[config.mk]
export PLATFORM = sky130hd
export DESIGN_NAME = base64_stream_decoder_flat
export DESIGN_NICKNAME = d
export VERILOG_FILES = /design/src/b64d_pkg.sv /design/src/b64d_ifs.sv /design/src/b64d_group.sv /design/src/b64d_obuf.sv /design/src/base64_stream_decoder.sv /design/src/flat_wrapper.sv
export SDC_FILE = /design/constraint.sdc
export NUM_CORES = 1
export LEC_CHECK = 0
export BUFFER_PORTS_ARGS = -buffer_cell sky130_fd_sc_hd__buf_2
export CORE_UTILIZATION = 30
export DETAILED_ROUTE_END_ITERATION = 16
export PLACE_DENSITY_LB_ADDON = 0.3
export SETUP_SLACK_MARGIN = 0.3
export SYNTH_ARGS = -nofsm -noshare
export SYNTH_HDL_FRONTEND = slang
export SYNTH_SLANG_ARGS = --single-unit
[constraint.sdc]
create_clock -name clock -period 6.75 [get_ports clock]
set_input_delay 0.3375 -clock clock [delete_from_list [all_inputs] [get_ports clock]]
set_output_delay 0.3375 -clock clock [all_outputs]
set_load 0.03 [all_outputs]
[src/b64d_pkg.sv]
`timescale 1ns / 1ps

package b64d_pkg;

   localparam int SEXTET_W = 6;
   localparam int BYTE_W   = 8;
   localparam int GROUP_N  = 4;
   localparam int HELD_N   = GROUP_N - 1;

   localparam logic [7:0] CH_UPPER_A = 8'h41;
   localparam logic [7:0] CH_UPPER_Z = 8'h5A;
   localparam logic [7:0] CH_LOWER_A = 8'h61;
   localparam logic [7:0] CH_LOWER_Z = 8'h7A;
   localparam logic [7:0] CH_DIGIT_0 = 8'h30;
   localparam logic [7:0] CH_DIGIT_9 = 8'h39;
   localparam logic [7:0] CH_PLUS    = 8'h2B;
   localparam logic [7:0] CH_MINUS   = 8'h2D;
   localparam logic [7:0] CH_SLASH   = 8'h2F;
   localparam logic [7:0] CH_UNDER   = 8'h5F;

   localparam logic [7:0] UPPER_OFS  = 8'd65;
   localparam logic [7:0] LOWER_OFS  = 8'd71;
   localparam logic [7:0] DIGIT_OFS  = 8'd4;
   localparam logic [SEXTET_W-1:0] SX_62 = 6'd62;
   localparam logic [SEXTET_W-1:0] SX_63 = 6'd63;

   typedef logic [SEXTET_W-1:0] sextet_type;
   typedef logic [BYTE_W-1:0]   byte_type;

   typedef struct packed {
      logic       ok;
      sextet_type sx;
   } map_type;

   // Closed group handed from the group stage to the output buffer.
   typedef struct packed {
      logic                 fire;
      logic [1:0]           nbytes;
      logic [2:0][BYTE_W-1:0] bytes;
   } load_type;

   function automatic map_type map_char(input logic [7:0] c);
      map_type    m;
      logic [7:0] v;
      v    = 8'd0;
      m.ok = 1'b1;
      priority if (c >= CH_UPPER_A && c <= CH_UPPER_Z) begin
         v = c - UPPER_OFS;
      end else if (c >= CH_LOWER_A && c <= CH_LOWER_Z) begin
         v = c - LOWER_OFS;
      end else if (c >= CH_DIGIT_0 && c <= CH_DIGIT_9) begin
         v = c + DIGIT_OFS;
      end else if (c == CH_PLUS || c == CH_MINUS) begin
         v = {2'b00, SX_62};
      end else if (c == CH_SLASH || c == CH_UNDER) begin
         v = {2'b00, SX_63};
      end else begin
         v    = 8'd0;
         m.ok = 1'b0;
      end
      m.sx = v[SEXTET_W-1:0];
      return m;
   endfunction

endpackage

[src/b64d_ifs.sv]
`timescale 1ns / 1ps

interface b64d_req_if;
   logic       valid;
   logic       ready;
   logic [7:0] char_in;
   logic       end_of_stream;

   modport source (output valid, output char_in, output end_of_stream, input ready);
   modport sink   (input valid, input char_in, input end_of_stream, output ready);
endinterface

interface b64d_rsp_if;
   logic       valid;
   logic       ready;
   logic [7:0] data_byte;
   logic       run_last;

   modport source (output valid, output data_byte, output run_last, input ready);
   modport sink   (input valid, input data_byte, input run_last, output ready);
endinterface

[src/b64d_group.sv]
`timescale 1ns / 1ps

module b64d_group (
   input  logic                clock,
   input  logic                reset,
   b64d_req_if.sink            req_bus,
   input  logic                buf_free,
   output b64d_pkg::load_type  load
);

   b64d_pkg::map_type req_map;

   logic                 s1_valid_ff, s1_valid_in;
   b64d_pkg::sextet_type s1_sx_ff, s1_sx_in;
   logic                 s1_ok_ff, s1_ok_in;
   logic                 s1_eos_ff, s1_eos_in;

   logic [1:0]                                    pos_ff, pos_in;
   logic [1:0]                                    inv_ff, inv_in;
   logic [b64d_pkg::HELD_N-1:0][b64d_pkg::SEXTET_W-1:0] held_ff, held_in;

   logic [b64d_pkg::GROUP_N-1:0][b64d_pkg::SEXTET_W-1:0] s;
   logic [2:0] count;
   logic [2:0] invalid;
   logic [2:0] eff;
   logic [2:0] eff_m1;
   logic       closes;
   logic       s1_adv;
   logic       req_fire;

   assign req_map  = b64d_pkg::map_char(req_bus.char_in);
   assign req_fire = req_bus.valid && req_bus.ready;

   always_comb begin
      s          = {{b64d_pkg::SEXTET_W{1'b0}}, held_ff[2], held_ff[1], held_ff[0]};
      s[pos_ff]  = s1_sx_ff;
      count      = {1'b0, pos_ff} + 3'd1;
      invalid    = {1'b0, inv_ff} + {2'b00, ~s1_ok_ff};
      closes     = (count == 3'd4) || s1_eos_ff;
      eff        = (count > invalid) ? (count - invalid) : 3'd0;
      eff_m1     = eff - 3'd1;
   end

   assign s1_adv        = s1_valid_ff && (!closes || buf_free);
   assign req_bus.ready = !s1_valid_ff || s1_adv;

   always_comb begin
      load.fire     = s1_adv && closes;
      load.nbytes   = (eff > 3'd1) ? eff_m1[1:0] : 2'd0;
      load.bytes[0] = {s[0], s[1][5:4]};
      load.bytes[1] = {s[1][3:0], s[2][5:2]};
      load.bytes[2] = {s[2][1:0], s[3]};
   end

   // input register
   always_comb begin
      s1_valid_in = s1_valid_ff;
      s1_sx_in    = s1_sx_ff;
      s1_ok_in    = s1_ok_ff;
      s1_eos_in   = s1_eos_ff;
      if (req_fire) begin
         s1_valid_in = 1'b1;
         s1_sx_in    = req_map.sx;
         s1_ok_in    = req_map.ok;
         s1_eos_in   = req_bus.end_of_stream;
      end else if (s1_adv) begin
         s1_valid_in = 1'b0;
      end
   end

   // group state
   always_comb begin
      pos_in  = pos_ff;
      inv_in  = inv_ff;
      held_in = held_ff;
      if (s1_adv) begin
         if (closes) begin
            pos_in  = 2'd0;
            inv_in  = 2'd0;
            held_in = '0;
         end else begin
            held_in[pos_ff] = s1_sx_ff;
            pos_in          = count[1:0];
            inv_in          = invalid[1:0];
         end
      end
   end

   always_ff @(posedge clock) begin
      if (reset) begin
         s1_valid_ff <= 1'b0;
         pos_ff      <= 2'd0;
         inv_ff      <= 2'd0;
         held_ff     <= '0;
      end else begin
         s1_valid_ff <= s1_valid_in;
         pos_ff      <= pos_in;
         inv_ff      <= inv_in;
         held_ff     <= held_in;
      end
      s1_sx_ff  <= s1_sx_in;
      s1_ok_ff  <= s1_ok_in;
      s1_eos_ff <= s1_eos_in;
   end

endmodule

[src/b64d_obuf.sv]
`timescale 1ns / 1ps

module b64d_obuf (
   input  logic               clock,
   input  logic               reset,
   input  b64d_pkg::load_type load,
   output logic               buf_free,
   b64d_rsp_if.source         rsp_bus
);

   logic [1:0]                            cnt_ff, cnt_in;
   logic [2:0][b64d_pkg::BYTE_W-1:0]      bytes_ff, bytes_in;
   logic                                  pop;

   assign pop      = (cnt_ff != 2'd0) && rsp_bus.ready;
   assign buf_free = (cnt_ff == 2'd0) || ((cnt_ff == 2'd1) && rsp_bus.ready);

   assign rsp_bus.valid     = (cnt_ff != 2'd0);
   assign rsp_bus.data_byte = bytes_ff[0];
   assign rsp_bus.run_last  = (cnt_ff == 2'd1);

   always_comb begin
      cnt_in   = cnt_ff;
      bytes_in = bytes_ff;
      if (load.fire) begin
         cnt_in   = load.nbytes;
         bytes_in = load.bytes;
      end else if (pop) begin
         cnt_in   = cnt_ff - 2'd1;
         bytes_in = {{b64d_pkg::BYTE_W{1'b0}}, bytes_ff[2], bytes_ff[1]};
      end
   end

   always_ff @(posedge clock) begin
      if (reset) begin
         cnt_ff <= 2'd0;
      end else begin
         cnt_ff <= cnt_in;
      end
      bytes_ff <= bytes_in;
   end

endmodule

[src/base64_stream_decoder.sv]
`timescale 1ns / 1ps

// Channel   Dir  Payload                         Beat
// req_bus   in   char_in[7:0], end_of_stream     one text character
// rsp_bus   out  data_byte[7:0], run_last        one decoded byte
//
// Takes one character beat per cycle unless stalled. A character is mapped to
// its sextet on the way into the input register and joins the open group from there.
// A group that closes puts 0..3 bytes into the output buffer; they leave one
// beat per cycle while rsp_bus.ready is high, straight from the buffer register.
// Reset (synchronous) empties the input register, the group and the buffer.
// The input stalls only when a closing group finds the buffer not yet free:
// holding more than its final beat, or its final beat while rsp_bus.ready is low.

module base64_stream_decoder (
   input  logic        clock,
   input  logic        reset,
   b64d_req_if.sink    req_bus,
   b64d_rsp_if.source  rsp_bus
);

   b64d_pkg::load_type load;
   logic               buf_free;

   // character decode and group assembly
   b64d_group u_group (
      .clock    (clock),
      .reset    (reset),
      .req_bus  (req_bus),
      .buf_free (buf_free),
      .load     (load)
   );

   // byte queue, drained one beat per cycle while rsp_bus.ready is high
   b64d_obuf u_obuf (
      .clock    (clock),
      .reset    (reset),
      .load     (load),
      .buf_free (buf_free),
      .rsp_bus  (rsp_bus)
   );

`ifndef NO_ASSERTIONS
   // a closed group never overwrites bytes still waiting to go out
   a_load_free: assert property (@(posedge clock) disable iff (reset)
      load.fire |-> buf_free)
      else $error("group closed into a busy output buffer");

   // a group with bytes shows its first beat next cycle
   a_load_shows: assert property (@(posedge clock) disable iff (reset)
      (load.fire && load.nbytes != 2'd0) |=> rsp_bus.valid)
      else $error("loaded bytes not presented");

   // a beat that is not the last of its run is followed by another
   a_run_cont: assert property (@(posedge clock) disable iff (reset)
      (rsp_bus.valid && rsp_bus.ready && !rsp_bus.run_last) |=> rsp_bus.valid)
      else $error("byte run cut short");
`endif

endmodule

[src/flat_wrapper.sv]
// flat-port wrapper written by rule: the top's interface ports become plain ports
module base64_stream_decoder_flat 
  (clock, reset, req_bus_valid, req_bus_char_in, req_bus_end_of_stream, req_bus_ready, rsp_bus_valid, rsp_bus_data_byte, rsp_bus_run_last, rsp_bus_ready);
  b64d_req_if req_bus_i ();
  b64d_rsp_if rsp_bus_i ();
  input  logic clock;
  input  logic reset;
  input wire logic [$bits(req_bus_i.valid)-1:0] req_bus_valid;
  input wire logic [$bits(req_bus_i.char_in)-1:0] req_bus_char_in;
  input wire logic [$bits(req_bus_i.end_of_stream)-1:0] req_bus_end_of_stream;
  output wire logic [$bits(req_bus_i.ready)-1:0] req_bus_ready;
  output wire logic [$bits(rsp_bus_i.valid)-1:0] rsp_bus_valid;
  output wire logic [$bits(rsp_bus_i.data_byte)-1:0] rsp_bus_data_byte;
  output wire logic [$bits(rsp_bus_i.run_last)-1:0] rsp_bus_run_last;
  input wire logic [$bits(rsp_bus_i.ready)-1:0] rsp_bus_ready;
  assign req_bus_i.valid = req_bus_valid;
  assign req_bus_i.char_in = req_bus_char_in;
  assign req_bus_i.end_of_stream = req_bus_end_of_stream;
  assign req_bus_ready = req_bus_i.ready;
  assign rsp_bus_valid = rsp_bus_i.valid;
  assign rsp_bus_data_byte = rsp_bus_i.data_byte;
  assign rsp_bus_run_last = rsp_bus_i.run_last;
  assign rsp_bus_i.ready = rsp_bus_ready;
  base64_stream_decoder u_core (.clock(clock), .reset(reset), .req_bus(req_bus_i), .rsp_bus(rsp_bus_i));
endmodule
Word level (Yosys, flattened, before mapping)
Index checks and enable logic that the tools add are counted.
W data, S select, Z words.
{"block": "op_classes", "n_addsub": 8, "eq_ne": 6, "reduce_logical": 22, "mux": 21, "bitwise_logic": 1, "magnitude_cmp": 10}
{"operator": "$mux W24", "count": 2}
{"operator": "$mux W6", "count": 6}
{"operator": "$bwmux W24", "count": 1}
{"operator": "$eq A8 B6 Y1 const B", "count": 3}
{"operator": "$bwmux W18", "count": 1}
{"operator": "$mux W18", "count": 1}
{"operator": "$ge A8 B7 Y1 const B", "count": 2}
{"operator": "$le A8 B7 Y1 const B", "count": 2}
{"operator": "$demux W6 S2", "count": 1}
{"operator": "$mux W2", "count": 5}
{"operator": "$logic_and A1 B1 Y1", "count": 9}
{"operator": "$eq A8 B7 Y1 const B", "count": 1}
{"operator": "$ge A8 B6 Y1 const B", "count": 1}
{"operator": "$le A8 B6 Y1 const B", "count": 1}
{"operator": "$add A6 B3 Y6 const B", "count": 1}
{"operator": "$logic_or A1 B1 Y1", "count": 6}
{"operator": "$reduce_bool A2 Y1", "count": 3}
{"operator": "$sub A6 B1 Y6 const B", "count": 1}
{"operator": "$sub A6 B3 Y6 const B", "count": 1}
{"operator": "$reduce_or A4 Y1", "count": 1}
{"operator": "$sub A2 B1 Y2 const B", "count": 2}
{"operator": "$add A2 B1 Y3", "count": 1}
{"operator": "$add A2 B1 Y3 const B", "count": 1}
{"operator": "$eq A3 B3 Y1 const B", "count": 1}
{"operator": "11 further kinds", "count": 14}
{"block": "word_totals", "register_bits": 57, "output_inout_bits": 11, "inputBits": 13}

Logic depth before layout (Yosys ltp)
{"block": "depth", "depth_word": 9, "mapped_depth": 15, "ltp_nobuf": 15}

Cells and area by module
From an unflattened synthesis, not the netlist that was laid out.
{"block": "hier_totals", "hier_cells": 303, "hier_area_um2": 3245.6}
{"mod": "b64d_group", "cells_each": 225, "area_each_um2": 2055.7, "n_inst": 1}
{"mod": "b64d_obuf", "cells_each": 78, "area_each_um2": 1189.9, "n_inst": 1}

Least setup slack after synthesis
Ideal clock, no wire load.
{"block": "synth_timing", "path_type": "register to register", "start": "reg u_core.u_group.s1_ok_ff", "end": "reg u_core.u_obuf.cnt_ff[0]", "t_required_ns": 6.664, "arrival_time_ns": 2.718, "synth_period_minus_slack_ns": 2.804, "setup_slack_ns": 3.946, "setup_time_ns": 0.086, "path_stages_with_launch": 16, "path_buffers": 0, "path_cell_list": "edfxtp_1 > inv_1 > ha_1 > ha_1 > inv_1 > ha_1 > nor2b_1 > o21ai_0 > and2_1 > or3_1 > ha_1 > a21oi_1 > o211ai_1 > a211oi_1 > o21ai_0 > a211oi_1"}
{"block": "synth_via", "elab_chain_cells": 7}
{"item": "from (decl)", "line_no": "b64d_group.sv:15", "rtl": "logic s1_ok_ff, s1_ok_in;"}
{"item": "from (signal assigned)", "line_no": "b64d_group.sv:102", "rtl": "s1_ok_ff <= s1_ok_in;"}
{"item": "$not A1 Y1 (*)", "line_no": "b64d_group.sv:38", "rtl": "invalid = {1'b0, inv_ff} + {2'b00, ~s1_ok_ff};"}
{"item": "$add A2 B1 Y3 (*)", "line_no": "b64d_group.sv:38"}
{"item": "$sub A3 B3 Y3 or $gt A3 B3 Y1 (tied branches)", "line_no": "b64d_group.sv:40", "rtl": "eff = (count > invalid) ? (count - invalid) : 3'd0;"}
{"item": "$mux W3 (*)", "line_no": "b64d_group.sv:40"}
{"item": "$gt A3 B1 Y1 or $sub A2 B1 Y2 (tied branches)", "line_no": "b64d_group.sv:49, b64d_group.sv:41"}
{"item": "$mux W2 (*)", "line_no": "b64d_group.sv:49", "rtl": "load.nbytes = (eff > 3'd1) ? eff_m1[1:0] : 2'd0;"}
{"item": "$mux W2 (*)", "line_no": "b64d_obuf.sv:25", "rtl": "if (load.fire) begin"}
{"item": "to (signal assigned)", "line_no": "b64d_obuf.sv:38", "rtl": "cnt_ff <= cnt_in;"}
{"item": "to (decl)", "line_no": "b64d_obuf.sv:11", "rtl": "logic [1:0] cnt_ff, cnt_in;"}
Every way passes the cells marked *; elsewhere a longest branch is shown, timed or not.
A chain may end at the register's enable or synchronous reset.

Worst setup path in the final report
Ends and elaborated chain as after synthesis.

==> metrics.cfg <==
[outcome]
status = completed

[sta]
fmax_mhz = 334
tns_ns = 0
fin_crit_ns = 2.99
tightest_slew_ns = 1.20
finalCritPeriodShare = 0.443
finalMaxSlewViolations = 0
skew_ns = 0.00925
hold_viol = 0
setup_viol = 0
layout_setup_ws_ns = 3.76
rsz0062_at_grt = false
slew_headroom = 0.201

[layout]
layout_commonest_cell = nor2_1
n_fill_cell = 1064
final_area_um2 = 3630
most-common-layout-cells = 47 x nor2_1, 32 x edfxtp_1, 25 x dfxtp_1, 24 x a21oi_1, 23 x buf_2
final_nets = 373
regArea_um2 = 1460
area_growth_pct = 11.1
drive_gt1_frac = 0.132
antenna_cells = 0
multi_input_area_um2 = 1610

[worst_setup_path]
r2r_start = u_core.u_group.s1_ok_ff
r2r-end = u_core.u_obuf.cnt_ff[0]
r2r_setup_slack_ns = 3.76
cp.arrival_ns = 3.24
cp.depth = 15
crit_path_cell_trace = inv_1 -> ha_1 -> ha_1 -> inv_1 -> ha_1 -> nor2b_1 -> o21ai_0 -> and2_1 -> or3_1 -> ha_1 -> a21oi_1 -> o211ai_1 -> a211oi_1 -> o21ai_0 -> a211oi_1
crit_fanout = 3
crit_path_max_incr_delay_ns = 0.35
critical_path_required_ns = 7.00
r2r_cells = 15
critical_path.top_delay_family = adder cells
crit_start = u_core.u_group.s1_ok_ff
cpMostUsedCell = ha_1
end_kind = flop
critical_path.slowest_cell = or3_1
start_kind = flop
crit_type = reg2reg
crit_buf_inv = 2

[pwr]
powerDensity_nw_per_um2 = 255
power.total_mw = 0.925
intPower_mw = 0.668
irDropWorstVdd_mv = 0.118
leakagePower_nw = 1.39
swShare = 0.278
pwr-share-clk = 0.368
p_seq_frac = 0.457
switchingPower_mw = 0.257
p_comb_frac = 0.175

[synthesis]
synth-seq-cells = 57
synthesis.area_um2 = 3260
yosys.cell_types.count = 47
syn-num-nets = 364
async_flop_share = 0
ys_seq_area_frac = 0.448
yosysTopAreaCellShare = 0.294
synth.area.top_cells = edfxtp_1 29%, dfxtp_1 15%, ha_1 8.4%
synth_top_area_cell = edfxtp_1
yosys_warnings = 0
syn_avg_cell_area_um2 = 9.95
syn_inst = 328
synth_ff_type = edfxtp_1
synth-edff-count = 32

[die]
coreArea_um2 = 10400
initial_core_util = 0.313
die_width_um = 106
rows = 37
ios = 24
design.die.area_um2 = 11300
die_height_um = 106

[flow_run]
cap_violations = 0

[clock_tree]
post_cts_resized = 0
cts-root-buf = clkbuf_8
hold_buffers = 0
cts_buffers = 9
htree_levels = 3
worstSkewPairLatency_ns = 0.34
tritoncts = yes
post_cts_buffers = 0
clock_sinks = 57
clk_pin_slew_ns = 0.06
clockBufferDepth = 2

[global_routing]
busiest_layer = met2
track_usage = 0.126
grt-ovfl-total = 0
grt_pass1_vias = 2228
met1_usage = 0.171
gr-usage-met2 = 0.196
grt_max_degree = 43
grt_pass1_wl_um = 11200
use_met3 = 0.0264
antenna_found_initial = 0

[placement]
place_congestion = 0.767
dp_hpwl_um = 4470
dpl_cell_area_um2 = 3420
portBuffers = 23
pre_cts_ws_ns = 3.74

[route]
vias_per_cell = 5.01
route.vias.total = 2396
route.detailed.drc = 0
initialDrtViolationCount = 81
routedWlPerCell_um = 13.9
first_pass_iters = 4
drt-total-wl_um = 6630
final_antenna_net_count = 0

[hold_path]
min-delay-path-class = in2reg
min_to = u_core.u_group.s1_eos_ff
hold_start = req_bus_end_of_stream
holdPathStages = 1

[flip-flops by register name, indices dropped and copies added (netlist names)]
| register | cells |
|---|---|
| u_core.u_group.s1_ok_ff | 1 |
| u_core.u_group.held_ff | 18 |
| u_core.u_group.s1_eos_ff | 1 |
| u_core.u_group.s1_valid_ff | 1 |
| u_core.u_obuf.cnt_ff | 2 |
| u_core.u_group.inv_ff | 2 |
| u_core.u_obuf.rsp_bus.data_byte | 8 |
| u_core.u_group.pos_ff | 2 |
| u_core.u_group.s1_sx_ff | 6 |
| u_core.u_obuf.bytes_ff | 16 |
[final cells by class]
type / instances / share of cell area
Clock buffer: 10 / 0.0352
Clock inverter: 6 / 0.0228
Inverter: 15 / 0.0155
Multi-Input combinational cell: 230 / 0.443
Sequential cell: 57 / 0.403
Tap cell: 136 / 0.0469
Timing Repair Buffer: 24 / 0.0338
[per-stage QoR]
stage          hold WS (ns)   util  cells
6_report              0.180  0.348    478
3_3_place_gp          0.465  0.328    462
2_1_floorplan         0.436      -    328
4_1_cts               0.165  0.348    478
5_1_grt               0.167  0.348    478
3_5_place_dp          0.470  0.328    462
[cell usage after synthesis, types with 2 or more instances]
cell type / instances
o21a_1: 5
a21o_1: 3
ha_1: 22
and2_1: 4
dfxtp_1: 25
edfxtp_1: 32
a22oi_1: 6
a21boi_0: 2
inv_1: 15
xnor2_1: 3
and3_1: 9
nor2_1: 47
nand3b_1: 2
nand2_1: 10
nand2b_1: 2
nor2b_1: 7
a32oi_1: 19
a211oi_1: 3
nor3_1: 3
clkbuf_1: 13
nand4_1: 2
nand3_1: 3
o211ai_1: 2
mux2i_1: 18
a21oi_1: 24
xor2_1: 2
o21ai_0: 10
buf_2: 4
o21ai_1: 3
and4_1: 2
buf_4: 8
or2_2: 3
[cell families (layout without fill, tap and decap cells)]
logic type               count (synthesis)  count (layout)  share of synthesized area
buffers and inverters                   41              55                     0.0602
AND/OR/NAND/NOR                         99              99                      0.149
multiplexers                            19              19                     0.0586
flip-flops                              57              57                      0.448
adder cells (fa/ha/maj)                 23              23                     0.0905
XOR/XNOR                                 5               5                     0.0134
AO/OA/AOI/OAI                           84              84                      0.181
[power by group through the flow]
stage          Sequential (mW)  Combinational (mW)  Clock, mW
2_1_floorplan            0.425               0.133          0
3_3_place_gp             0.429               0.161          0
3_5_place_dp             0.430               0.163          0
4_1_cts                  0.423               0.164      0.349
5_1_grt                  0.426               0.184      0.365
6_report                 0.422               0.162      0.340
[routing by layer]
| layer | part of all wire | vias up |
|---|---|---|
| met5 | 0 | - |
| met4 | 0.015 | 0 |
| met3 | 0.033 | 9 |
| met2 | 0.44 | 45 |
| met1 | 0.51 | 1133 |
| li1 | - | 1209 |
[worst max-delay path by stage]
stage / slack (ns) / to
after detailed placement: 3.74 / u_core.u_obuf.cnt_ff[0]
final: 3.76 / u_core.u_obuf.cnt_ff[0]
after global placement: 3.83 / u_core.u_obuf.cnt_ff[0]
after CTS: 3.72 / u_core.u_obuf.cnt_ff[0]
after global routing: 3.38 / u_core.u_obuf.cnt_ff[0]
after floorplan: 3.95 / u_core.u_obuf.cnt_ff[0]
[worst reg2reg max path: stages, from the launching register on]
cell,delay (ns)
edfxtp_1,0.32
inv_1,0.04
ha_1,0.19
ha_1,0.34
inv_1,0.06
ha_1,0.28
nor2b_1,0.12
o21ai_0,0.09
and2_1,0.19
or3_1,0.35
ha_1,0.19
a21oi_1,0.11
o211ai_1,0.11
a211oi_1,0.22
o21ai_0,0.13
a211oi_1,0.19
No activity file was read; power rests on OpenSTA's default activity.
